File: src/rtl/core/afcse_pkg.sv
`timescale 1ns / 1ps
// ----------------------------------------------------------------------------
// afcse_pkg
// shared types, codes and constants of the adc frame sample extractor
// ----------------------------------------------------------------------------
package afcse_pkg;

    localparam int MAX_CHANNELS = 4;

    // count width covers any channel count up to eight
    localparam int CNT_W = 4;
    localparam int POS_W = 5;
    localparam int SAMPLE_W = 24;
    localparam int CRC_W = 16;
    localparam int WORD_W = 32;
    localparam int OVF_W = 16;
    localparam int B2B_W = 2;
    localparam int KIND_W = 2;

    localparam logic [CRC_W-1:0] CRC_START = 16'hFFFF;
    localparam logic [OVF_W-1:0] OVF_MAX = 16'hFFFF;
    localparam logic [B2B_W-1:0] B2B_MAX = 2'd2;
    localparam logic [CNT_W-1:0] CNT_MIN = 4'd2;
    localparam logic [CNT_W-1:0] CNT_MAX = CNT_W'(MAX_CHANNELS);

    // request codes
    localparam logic FUNC_BYTE = 1'b0;
    localparam logic FUNC_RESTART = 1'b1;

    // result kinds
    localparam logic [KIND_W-1:0] KIND_SAMPLE = 2'd0;
    localparam logic [KIND_W-1:0] KIND_CRC_ERR = 2'd1;
    localparam logic [KIND_W-1:0] KIND_RESET_ERR = 2'd2;

    // register indexes
    localparam logic REG_CHANNEL_SELECT = 1'b0;
    localparam logic REG_CHANNEL_COUNT = 1'b1;

    typedef struct packed {
        logic       func;
        logic [7:0] rx_byte;
        logic       ready_after_frame;
    } item_t;

    typedef struct packed {
        logic [KIND_W-1:0] result_kind;
        logic [WORD_W-1:0] packed_word;
        logic [B2B_W-1:0]  back_to_back_count;
        logic [OVF_W-1:0]  overflow_count;
    } result_t;

endpackage

File: src/rtl/core/adc_frame_crc_sample_extract.sv
`timescale 1ns / 1ps
// ----------------------------------------------------------------------------
// adc_frame_crc_sample_extract
// crc-checked adc frame receiver giving one sample or error word per frame
// ----------------------------------------------------------------------------
// channel   direction  handshake              payload
// s_axis    in         s_tvalid / s_tready    tuser func, tdata byte + ready
// m_axis    out        m_tvalid / m_tready    tuser kind, tdata word + counts
// apb       in         psel / penable / pready  two config registers
//
// one request per cycle unless m_tready stalls: input register, one pass
// of crc and frame logic, result register. the input register holds its
// request while the result register is full and not taken; s_tready
// follows m_tready through that path. reset clears the frame state,
// counters and config to their defaults.
// ----------------------------------------------------------------------------
module adc_frame_crc_sample_extract
(
    input  logic        clk,
    input  logic        rst_n,

    input  logic        s_tvalid,
    output logic        s_tready,
    input  logic [15:0] s_tdata,   // rx_byte[7:0], ready_after_frame[8], zero pad
    input  logic        s_tuser,   // func[0]

    output logic        m_tvalid,
    input  logic        m_tready,
    output logic [55:0] m_tdata,   // packed_word[31:0], back_to_back_count[33:32],
                                   // overflow_count[49:34], zero pad
    output logic [1:0]  m_tuser,   // result_kind[1:0]

    input  logic        psel,
    input  logic        penable,
    input  logic        pwrite,
    input  logic [2:0]  paddr,
    input  logic [31:0] pwdata,
    output logic [31:0] prdata,
    output logic        pready
);

    logic                 in_valid_reg, in_valid_next;
    afcse_pkg::item_t     in_item_reg;
    logic                 out_valid_reg, out_valid_next;
    afcse_pkg::result_t   out_res_reg;
    logic [1:0]           sel_reg;
    logic [2:0]           cnt_reg;

    logic                 out_free;
    logic                 go;
    logic                 res_valid;
    afcse_pkg::result_t   res;
    logic                 cfg_write;
    logic                 cfg_index;

    assign out_free = !out_valid_reg || m_tready;
    assign go       = in_valid_reg && out_free;
    assign s_tready = !in_valid_reg || go;

    assign in_valid_next  = s_tready ? s_tvalid : in_valid_reg;
    assign out_valid_next = res_valid ? 1'b1 : (m_tready ? 1'b0 : out_valid_reg);

    afcse_frame u_frame
    (
        .clk            (clk),
        .rst_n          (rst_n),
        .go             (go),
        .item           (in_item_reg),
        .channel_select (sel_reg),
        .channel_count  (cnt_reg),
        .res_valid      (res_valid),
        .res            (res)
    );

    always_ff @(posedge clk or negedge rst_n)
    begin
        if (!rst_n)
        begin
            in_valid_reg  <= 1'b0;
            out_valid_reg <= 1'b0;
        end
        else
        begin
            in_valid_reg  <= in_valid_next;
            out_valid_reg <= out_valid_next;
        end
    end

    always_ff @(posedge clk)
    begin
        if (s_tready && s_tvalid)
        begin
            in_item_reg.func              <= s_tuser;
            in_item_reg.rx_byte           <= s_tdata[7:0];
            in_item_reg.ready_after_frame <= s_tdata[8];
        end
        if (res_valid)
            out_res_reg <= res;
    end

    assign m_tvalid = out_valid_reg;
    assign m_tuser  = out_res_reg.result_kind;
    assign m_tdata  = {6'b000000, out_res_reg.overflow_count,
                       out_res_reg.back_to_back_count, out_res_reg.packed_word};

    // config registers
    assign pready    = 1'b1;
    assign cfg_write = psel && penable && pwrite;
    assign cfg_index = paddr[2];

    always_ff @(posedge clk or negedge rst_n)
    begin
        if (!rst_n)
        begin
            sel_reg <= 2'd0;
            cnt_reg <= 3'd4;
        end
        else if (cfg_write)
        begin
            unique case (cfg_index)
                afcse_pkg::REG_CHANNEL_SELECT: sel_reg <= pwdata[1:0];
                afcse_pkg::REG_CHANNEL_COUNT:  cnt_reg <= pwdata[2:0];
                default:                       sel_reg <= sel_reg;
            endcase
        end
    end

    always_comb
    begin
        unique case (cfg_index)
            afcse_pkg::REG_CHANNEL_SELECT: prdata = {30'd0, sel_reg};
            afcse_pkg::REG_CHANNEL_COUNT:  prdata = {29'd0, cnt_reg};
            default:                       prdata = '0;
        endcase
    end

endmodule

File: src/rtl/core/afcse_crc.sv
`timescale 1ns / 1ps
// ----------------------------------------------------------------------------
// afcse_crc
// one-byte update of a crc-16 with polynomial 0x1021, msb first
// ----------------------------------------------------------------------------
module afcse_crc
(
    input  logic [afcse_pkg::CRC_W-1:0] crc,
    input  logic [7:0]                  data,
    output logic [afcse_pkg::CRC_W-1:0] crc_next
);

    logic [7:0] x0;
    logic [7:0] x;

    assign x0 = crc[15:8] ^ data;
    assign x  = x0 ^ {4'h0, x0[7:4]};

    assign crc_next = {crc[7:0], 8'h00}
                    ^ {x[3:0], 12'h000}
                    ^ {3'b000, x, 5'b00000}
                    ^ {8'h00, x};

endmodule

File: src/rtl/core/afcse_frame.sv
`timescale 1ns / 1ps
// ----------------------------------------------------------------------------
// afcse_frame
// frame position, crc check, sample capture, reset latch and read counters
// ----------------------------------------------------------------------------
module afcse_frame
(
    input  logic                        clk,
    input  logic                        rst_n,
    input  logic                        go,
    input  afcse_pkg::item_t            item,
    input  logic [1:0]                  channel_select,
    input  logic [2:0]                  channel_count,
    output logic                        res_valid,
    output afcse_pkg::result_t          res
);

    logic [afcse_pkg::POS_W-1:0]    pos_reg, pos_next;
    logic [afcse_pkg::CRC_W-1:0]    crc_reg, crc_next;
    logic [afcse_pkg::SAMPLE_W-1:0] sample_reg, sample_next;
    logic [afcse_pkg::CRC_W-1:0]    rx_crc_reg, rx_crc_next;
    logic                           status_rst_reg, status_rst_next;
    logic                           latch_reg, latch_next;
    logic [afcse_pkg::B2B_W-1:0]    b2b_reg, b2b_next;
    logic [afcse_pkg::OVF_W-1:0]    ovf_reg, ovf_next;

    logic [afcse_pkg::CNT_W-1:0]    count_raw;
    logic [afcse_pkg::CNT_W-1:0]    count_eff;
    logic [afcse_pkg::POS_W-1:0]    cnt_plus2;
    logic [afcse_pkg::POS_W-1:0]    frame_len;
    logic [afcse_pkg::POS_W-1:0]    sel_plus1;
    logic [afcse_pkg::POS_W-1:0]    lo;
    logic [afcse_pkg::CRC_W-1:0]    crc_fed;
    logic                           is_last;
    logic                           capture;
    logic                           latch_now;

    afcse_crc u_crc
    (
        .crc      (crc_reg),
        .data     (item.rx_byte),
        .crc_next (crc_fed)
    );

    assign count_raw = afcse_pkg::CNT_W'(channel_count);

    always_comb
    begin
        priority if (count_raw < afcse_pkg::CNT_MIN)
            count_eff = afcse_pkg::CNT_MIN;
        else if (count_raw > afcse_pkg::CNT_MAX)
            count_eff = afcse_pkg::CNT_MAX;
        else
            count_eff = count_raw;
    end

    assign cnt_plus2 = afcse_pkg::POS_W'(count_eff) + afcse_pkg::POS_W'(2);
    assign frame_len = (cnt_plus2 << 1) + cnt_plus2;
    assign sel_plus1 = afcse_pkg::POS_W'(channel_select) + afcse_pkg::POS_W'(1);
    assign lo        = (sel_plus1 << 1) + sel_plus1;
    assign is_last   = (pos_reg >= frame_len - afcse_pkg::POS_W'(1));
    assign capture   = (afcse_pkg::CNT_W'(channel_select) < count_eff)
                     && (pos_reg >= lo) && (pos_reg < lo + afcse_pkg::POS_W'(3));
    assign latch_now = latch_reg || status_rst_reg;

    assign res_valid = go && (item.func == afcse_pkg::FUNC_BYTE) && is_last;

    always_comb
    begin
        pos_next        = pos_reg;
        crc_next        = crc_reg;
        sample_next     = sample_reg;
        rx_crc_next     = rx_crc_reg;
        status_rst_next = status_rst_reg;
        latch_next      = latch_reg;
        b2b_next        = b2b_reg;
        ovf_next        = ovf_reg;

        res.result_kind        = afcse_pkg::KIND_SAMPLE;
        res.packed_word        = {{(afcse_pkg::WORD_W - afcse_pkg::SAMPLE_W)
                                   {sample_reg[afcse_pkg::SAMPLE_W-1]}}, sample_reg};
        res.back_to_back_count = b2b_reg;
        res.overflow_count     = ovf_reg;

        if (item.func == afcse_pkg::FUNC_RESTART)
        begin
            pos_next        = '0;
            crc_next        = afcse_pkg::CRC_START;
            sample_next     = '0;
            rx_crc_next     = '0;
            status_rst_next = 1'b0;
            latch_next      = 1'b0;
            b2b_next        = '0;
            ovf_next        = '0;
        end
        else if (!is_last)
        begin
            if (pos_reg == '0)
                status_rst_next = item.rx_byte[2];
            priority if (pos_reg < frame_len - afcse_pkg::POS_W'(3))
            begin
                crc_next = crc_fed;
                if (capture)
                    sample_next = {sample_reg[15:0], item.rx_byte};
            end
            else if (pos_reg == frame_len - afcse_pkg::POS_W'(3))
                rx_crc_next = {item.rx_byte, rx_crc_reg[7:0]};
            else
                rx_crc_next = {rx_crc_reg[15:8], item.rx_byte};
            pos_next = pos_reg + afcse_pkg::POS_W'(1);
        end
        else
        begin
            priority if (crc_reg != rx_crc_reg)
            begin
                res.result_kind = afcse_pkg::KIND_CRC_ERR;
                res.packed_word = {6'd0, afcse_pkg::KIND_CRC_ERR, 24'h000000};
            end
            else if (latch_now)
            begin
                latch_next      = 1'b1;
                res.result_kind = afcse_pkg::KIND_RESET_ERR;
                res.packed_word = {6'd0, afcse_pkg::KIND_RESET_ERR, 24'h000000};
            end
            else
            begin
                priority if (!item.ready_after_frame)
                    b2b_next = '0;
                else if (b2b_reg >= afcse_pkg::B2B_MAX)
                begin
                    b2b_next = afcse_pkg::B2B_MAX;
                    if (ovf_reg != afcse_pkg::OVF_MAX)
                        ovf_next = ovf_reg + afcse_pkg::OVF_W'(1);
                end
                else
                    b2b_next = b2b_reg + afcse_pkg::B2B_W'(1);
            end
            res.back_to_back_count = b2b_next;
            res.overflow_count     = ovf_next;
            // frame done, start over
            pos_next        = '0;
            crc_next        = afcse_pkg::CRC_START;
            sample_next     = '0;
            rx_crc_next     = '0;
            status_rst_next = 1'b0;
        end
    end

    always_ff @(posedge clk or negedge rst_n)
    begin
        if (!rst_n)
        begin
            pos_reg        <= '0;
            crc_reg        <= afcse_pkg::CRC_START;
            sample_reg     <= '0;
            rx_crc_reg     <= '0;
            status_rst_reg <= 1'b0;
            latch_reg      <= 1'b0;
            b2b_reg        <= '0;
            ovf_reg        <= '0;
        end
        else if (go)
        begin
            pos_reg        <= pos_next;
            crc_reg        <= crc_next;
            sample_reg     <= sample_next;
            rx_crc_reg     <= rx_crc_next;
            status_rst_reg <= status_rst_next;
            latch_reg      <= latch_next;
            b2b_reg        <= b2b_next;
            ovf_reg        <= ovf_next;
        end
    end

endmodule
File: config.mk
export PLATFORM = sky130hd
export DESIGN_NAME = adc_frame_crc_sample_extract
export DESIGN_NICKNAME = d
export VERILOG_FILES = /design/src/rtl/core/afcse_pkg.sv /design/src/rtl/core/adc_frame_crc_sample_extract.sv /design/src/rtl/core/afcse_crc.sv /design/src/rtl/core/afcse_frame.sv
export SDC_FILE = /design/constraint.sdc
export NUM_CORES = 1
export LEC_CHECK = 0
export BUFFER_PORTS_ARGS = -buffer_cell sky130_fd_sc_hd__buf_2
export CAP_MARGIN = 20
export CORE_ASPECT_RATIO = 0.6
export CORE_MARGIN = 5
export CORE_UTILIZATION = 55
export CTS_BUF_LIST = sky130_fd_sc_hd__clkbuf_8
export DETAILED_ROUTE_END_ITERATION = 8
export PLACE_DENSITY_LB_ADDON = 0.12
export SLEW_MARGIN = 10
export SYNTH_ARGS = -nofsm -noshare
export SYNTH_HDL_FRONTEND = slang
export SYNTH_HIERARCHICAL = 1
export SYNTH_SLANG_ARGS = --single-unit
File: constraint.sdc
create_clock -name clk -period 4.51 [get_ports clk]
set_input_delay 0.2255 -clock clk [delete_from_list [all_inputs] [get_ports clk]]
set_output_delay 0.2255 -clock clk [all_outputs]
set_load 0.05 [all_outputs]
==> results.sh <==
export IMPL_buffer_ports_inserted=77
export IMPL_rsz0062_at_grt="false"
export IMPL_finalCritPeriodShare=0.943
export IMPL_post_synth_cell_area_avg_sq_um=12.1
export IMPL_place_detailed_instances=905
export IMPL_ys_top_cells_by_area="sky130_fd_sc_hd__edfxtp_1 24%, sky130_fd_sc_hd__dfrtp_1 22%, sky130_fd_sc_hd__dfstp_2 5.6%"
export IMPL_synth_enable_flop_cells=62
export IMPL_drv_max_cap_violation_count=0
export IMPL_gp_congestion=0.819
export IMPL_crit_required_ps=4710
export IMPL_vias_per_cell=5.62
export IMPL_area_fraction_in_and_or_nand_and_nor_cells_after_synthesis=0.113
export IMPL_floorplan_die_area_sq_um=17000
export IMPL_detailroute_via_count=5346
export IMPL_io_pin_count=152
export IMPL_overflow=0
export IMPL_fp_coreArea_sq_um=14300
export IMPL_drive_above_1_share=0.220
export IMPL_detailed_route_iter0_violations=367
export IMPL_hold_violations=0
export IMPL_route_antenna_remaining_nets=0
export IMPL_fmax_ghz=0.235
export IMPL_synth_cell_type_count=79
export IMPL_start_util=0.554
export IMPL_postSynthCellCount=657
export IMPL_grt_pass1_vias=5091
export IMPL_cts_root_buf="sky130_fd_sc_hd__clkbuf_8"
export IMPL_clock_tree_buffer_depth=2
export IMPL_detailedPlacementHpwl_mm=11.7
export IMPL_final_period_minus_worst_setup_slack_ps=4260
export IMPL_synth_top_family_by_area="compound AO/OA/AOI/OAI gates"
export IMPL_groute_usage_overall=0.203
export IMPL_async_reset_ff_frac=0.587
export IMPL_tns_ps=0
export IMPL_finalClockSkew_ps=13.4
export IMPL_grt_pass1_wl_mm=26.7
export IMPL_finalSetupViolCount=0
export IMPL_fin_cells=952
export IMPL_cts_repair_timing_setup_buffer_count=0
export IMPL_synth_mux_area_frac=0.0155
export IMPL_mappedNetlistArea_sq_um=7920
export IMPL_grt_antenna_before_repair=0
export IMPL_crit_type="flip-flop to flip-flop"
export IMPL_fillCellCount=1171
export IMPL_std_cell_rows=34
export IMPL_worst_path_largest_cell_delay_ps=700
export IMPL_chipWidth_um=165
export IMPL_areaGrowthSynthToFinish_pct=11.3
export IMPL_antenna_cells=0
export IMPL_maximum_number_of_pins_on_one_net_before_global_route_repair=47
export IMPL_cts_buffers_inserted=17
export IMPL_yosysSeqAreaShare=0.516
export IMPL_cts_htree_levels=4
export IMPL_number_of_pins_exceeding_their_max_slew_limit_in_the_final_report=0
export IMPL_totalPowerFinal_mw=4.13
export IMPL_fin_hold_ws_ps=59.4
export IMPL_synthDominantCellAreaShare=0.235
export IMPL_drt_pre_antenna_iters=5
export IMPL_synthFlopType="sky130_fd_sc_hd__dfrtp_1"
export IMPL_tightest_slew_ps=787
export IMPL_fin_nets=832
export IMPL_drt_wl_total_mm=16.6
export IMPL_power_per_cell_area_nw_per_um2=469
export IMPL_timing_critical_path_slowest_stage_cell="sky130_fd_sc_hd__dfstp_2"
export IMPL_timing_hold_worst_class="input port to flip-flop"
export IMPL_yosys_register_bits=150
export IMPL_avgRoutedWirePerCell_um=17.4
export IMPL_drcViolationCount=0
export IMPL_crit_end_category="flip-flop"
export IMPL_run_status="finished clean"
export IMPL_worstPathArrival_ps=4460
export IMPL_post_synth_top_area_cell="sky130_fd_sc_hd__edfxtp_1"
export IMPL_power_ir_vdd_worst_v=0.000273
export IMPL_worst_path_cell_trace="inv_1 > nand3_1 > inv_1 > ha_1 > xor2_1 > xnor2_1 > xor2_1 > ha_1 > and2_1 > a41oi_2 > a21oi_2 > and3_1 > nand2_2 > mux2_1"
export IMPL_path_max_fanout=15
export IMPL_power_leakage_nw=3.91
export IMPL_worst_setup_path_start_kind="flip-flop"
export IMPL_max_slew_margin=0.472
export IMPL_cts_tree="yes"
export IMPL_synth_compound_area_share=0.150
export IMPL_xor_xnor_fraction_of_synth_area=0.0837
export IMPL_yosys_area_share_adder=0.0506
export IMPL_yosysWarnings=6
export IMPL_clock_sinks=150
export IMPL_die_y_um=103
export IMPL_clock_latency_ps=460
export IMPL_largest_register_ffs=50
export IMPL_worst_setup_hold_path_clk_slew_ps=100
routing by layer:
layer	part of all wire	GRT usage	wire length, um	vias to the layer above
li1	-	-	-	2504
met4	0.010	0.0633	170	0
met3	0.073	0.0368	1200	14
met2	0.42	0.284	6920	199
met1	0.50	0.321	8300	2629
met5	0	0	0	-
worst max-delay path, delay by kind of cell (launching register included):
kind            cells  cell delay, ps
simple gates        4             850
flops               1             700
xor+xnor            3             690
compound gates      2             660
fa+ha+maj           2             520
mux                 1             330
buf+inv             2             250
cells in the mapped netlist, types with 3 or more instances:
cell,n
sky130_fd_sc_hd__nor2b_1,29
sky130_fd_sc_hd__clkbuf_1,8
sky130_fd_sc_hd__a31oi_1,11
sky130_fd_sc_hd__nand2_1,41
sky130_fd_sc_hd__dfstp_2,17
sky130_fd_sc_hd__nand4_1,9
sky130_fd_sc_hd__a21oi_1,15
sky130_fd_sc_hd__nand2b_1,6
sky130_fd_sc_hd__inv_1,23
sky130_fd_sc_hd__xor3_1,6
sky130_fd_sc_hd__clkbuf_2,4
sky130_fd_sc_hd__o211ai_1,8
sky130_fd_sc_hd__edfxtp_1,62
sky130_fd_sc_hd__nand4_2,3
sky130_fd_sc_hd__o311ai_0,6
sky130_fd_sc_hd__mux2_2,3
sky130_fd_sc_hd__a21o_1,3
sky130_fd_sc_hd__and3_1,6
sky130_fd_sc_hd__buf_4,48
sky130_fd_sc_hd__dfrtp_1,71
sky130_fd_sc_hd__a22o_1,32
sky130_fd_sc_hd__nor3_1,4
sky130_fd_sc_hd__o21ai_0,23
sky130_fd_sc_hd__o41ai_1,3
sky130_fd_sc_hd__o31ai_1,9
sky130_fd_sc_hd__o22a_1,16
sky130_fd_sc_hd__mux2_1,7
sky130_fd_sc_hd__xnor2_1,28
sky130_fd_sc_hd__and2_1,6
sky130_fd_sc_hd__xnor3_1,3
sky130_fd_sc_hd__nor2_1,19
sky130_fd_sc_hd__xor2_1,15
sky130_fd_sc_hd__o21a_1,3
sky130_fd_sc_hd__buf_2,7
sky130_fd_sc_hd__ha_1,32
sky130_fd_sc_hd__nand3_1,18
metrics by stage:
step | utilization | worst slack [ps] | cell area [sq um]
floorplan | - | 479 | 8050
CTS | 0.617 | 288 | 8820
global route | 0.617 | 22.1 | 8820
detailed placement | 0.579 | 337 | 8280
finish | 0.617 | 255 | 8820
global placement | 0.579 | 419 | 8280
report_power, final:
group,internal (mW),switching [mW]
combinational,0.599,0.692
clock,0.414,0.596
sequential,1.63,0.196
layout by cell type, fill, tap and decap left out, drive strengths merged, types with 15 or more instances in the layout:
cell / Yosys / final
edfxtp: 62 / 62
nor2: 19 / 19
inv: 24 / 32
ha: 32 / 32
conb: 2 / 36
xnor2: 31 / 31
a22o: 32 / 32
dfstp: 17 / 17
dfrtp: 71 / 71
dlygate4sd3: 0 / 15
o21ai: 27 / 27
clkbuf: 12 / 17
o22a: 16 / 16
nand3: 19 / 19
a21oi: 16 / 16
nor2b: 29 / 29
xor2: 16 / 16
nand2: 43 / 43
buf: 57 / 85
final timing paths:
path / start / to / slack (ps) / depth (start not counted)
hold / removal: m_tready / m_tvalid$_DFFE_PN0P_ / 60 / 3
max in group asynchronous: rst_n / u_frame/sample_reg[7]$_DFFE_PN0P_ / 3210 / 3
min in group asynchronous: rst_n / m_tvalid$_DFFE_PN0P_ / 320 / 2
setup reg to reg: cnt_reg[2]$_DFFE_PN1P_ / m_tdata[35]$_DFFE_PP_ / 250 / 14
hold reg to reg: u_frame/sample_reg[22]$_DFFE_PN0P_ / u_frame/sample_reg[22]$_DFFE_PN0P_ / 510 / 1
setup / recovery: cnt_reg[2]$_DFFE_PN1P_ / m_tdata[35]$_DFFE_PP_ / 250 / 14
kinds of logic after synthesis:
| kind of cell | after synthesis |
|---|---|
| simple gates | 160 |
| fa+ha+maj | 32 |
| flops | 150 |
| buf+inv | 93 |
| compound gates | 153 |
| mux | 11 |
| xor+xnor | 56 |
| other cells | 2 |
cell type report:
class | instances | area, sq um | share of cell area
clock buffers | 17 | 234 | 0.0265
clock inverters | 15 | 159 | 0.0180
inverters | 24 | 90.1 | 0.0102
multi-input cells | 448 | 3400 | 0.386
flip-flops and latches | 150 | 4090 | 0.463
well taps | 198 | 248 | 0.0281
repair buffers | 100 | 598 | 0.0678
what timing repair did:
item | CTS | global route
hold buffers | 15 | 0
resized for setup | 0 | 0
endpoints found under the hold margin | 48 | 0
(Power assumes the default switching activity.)
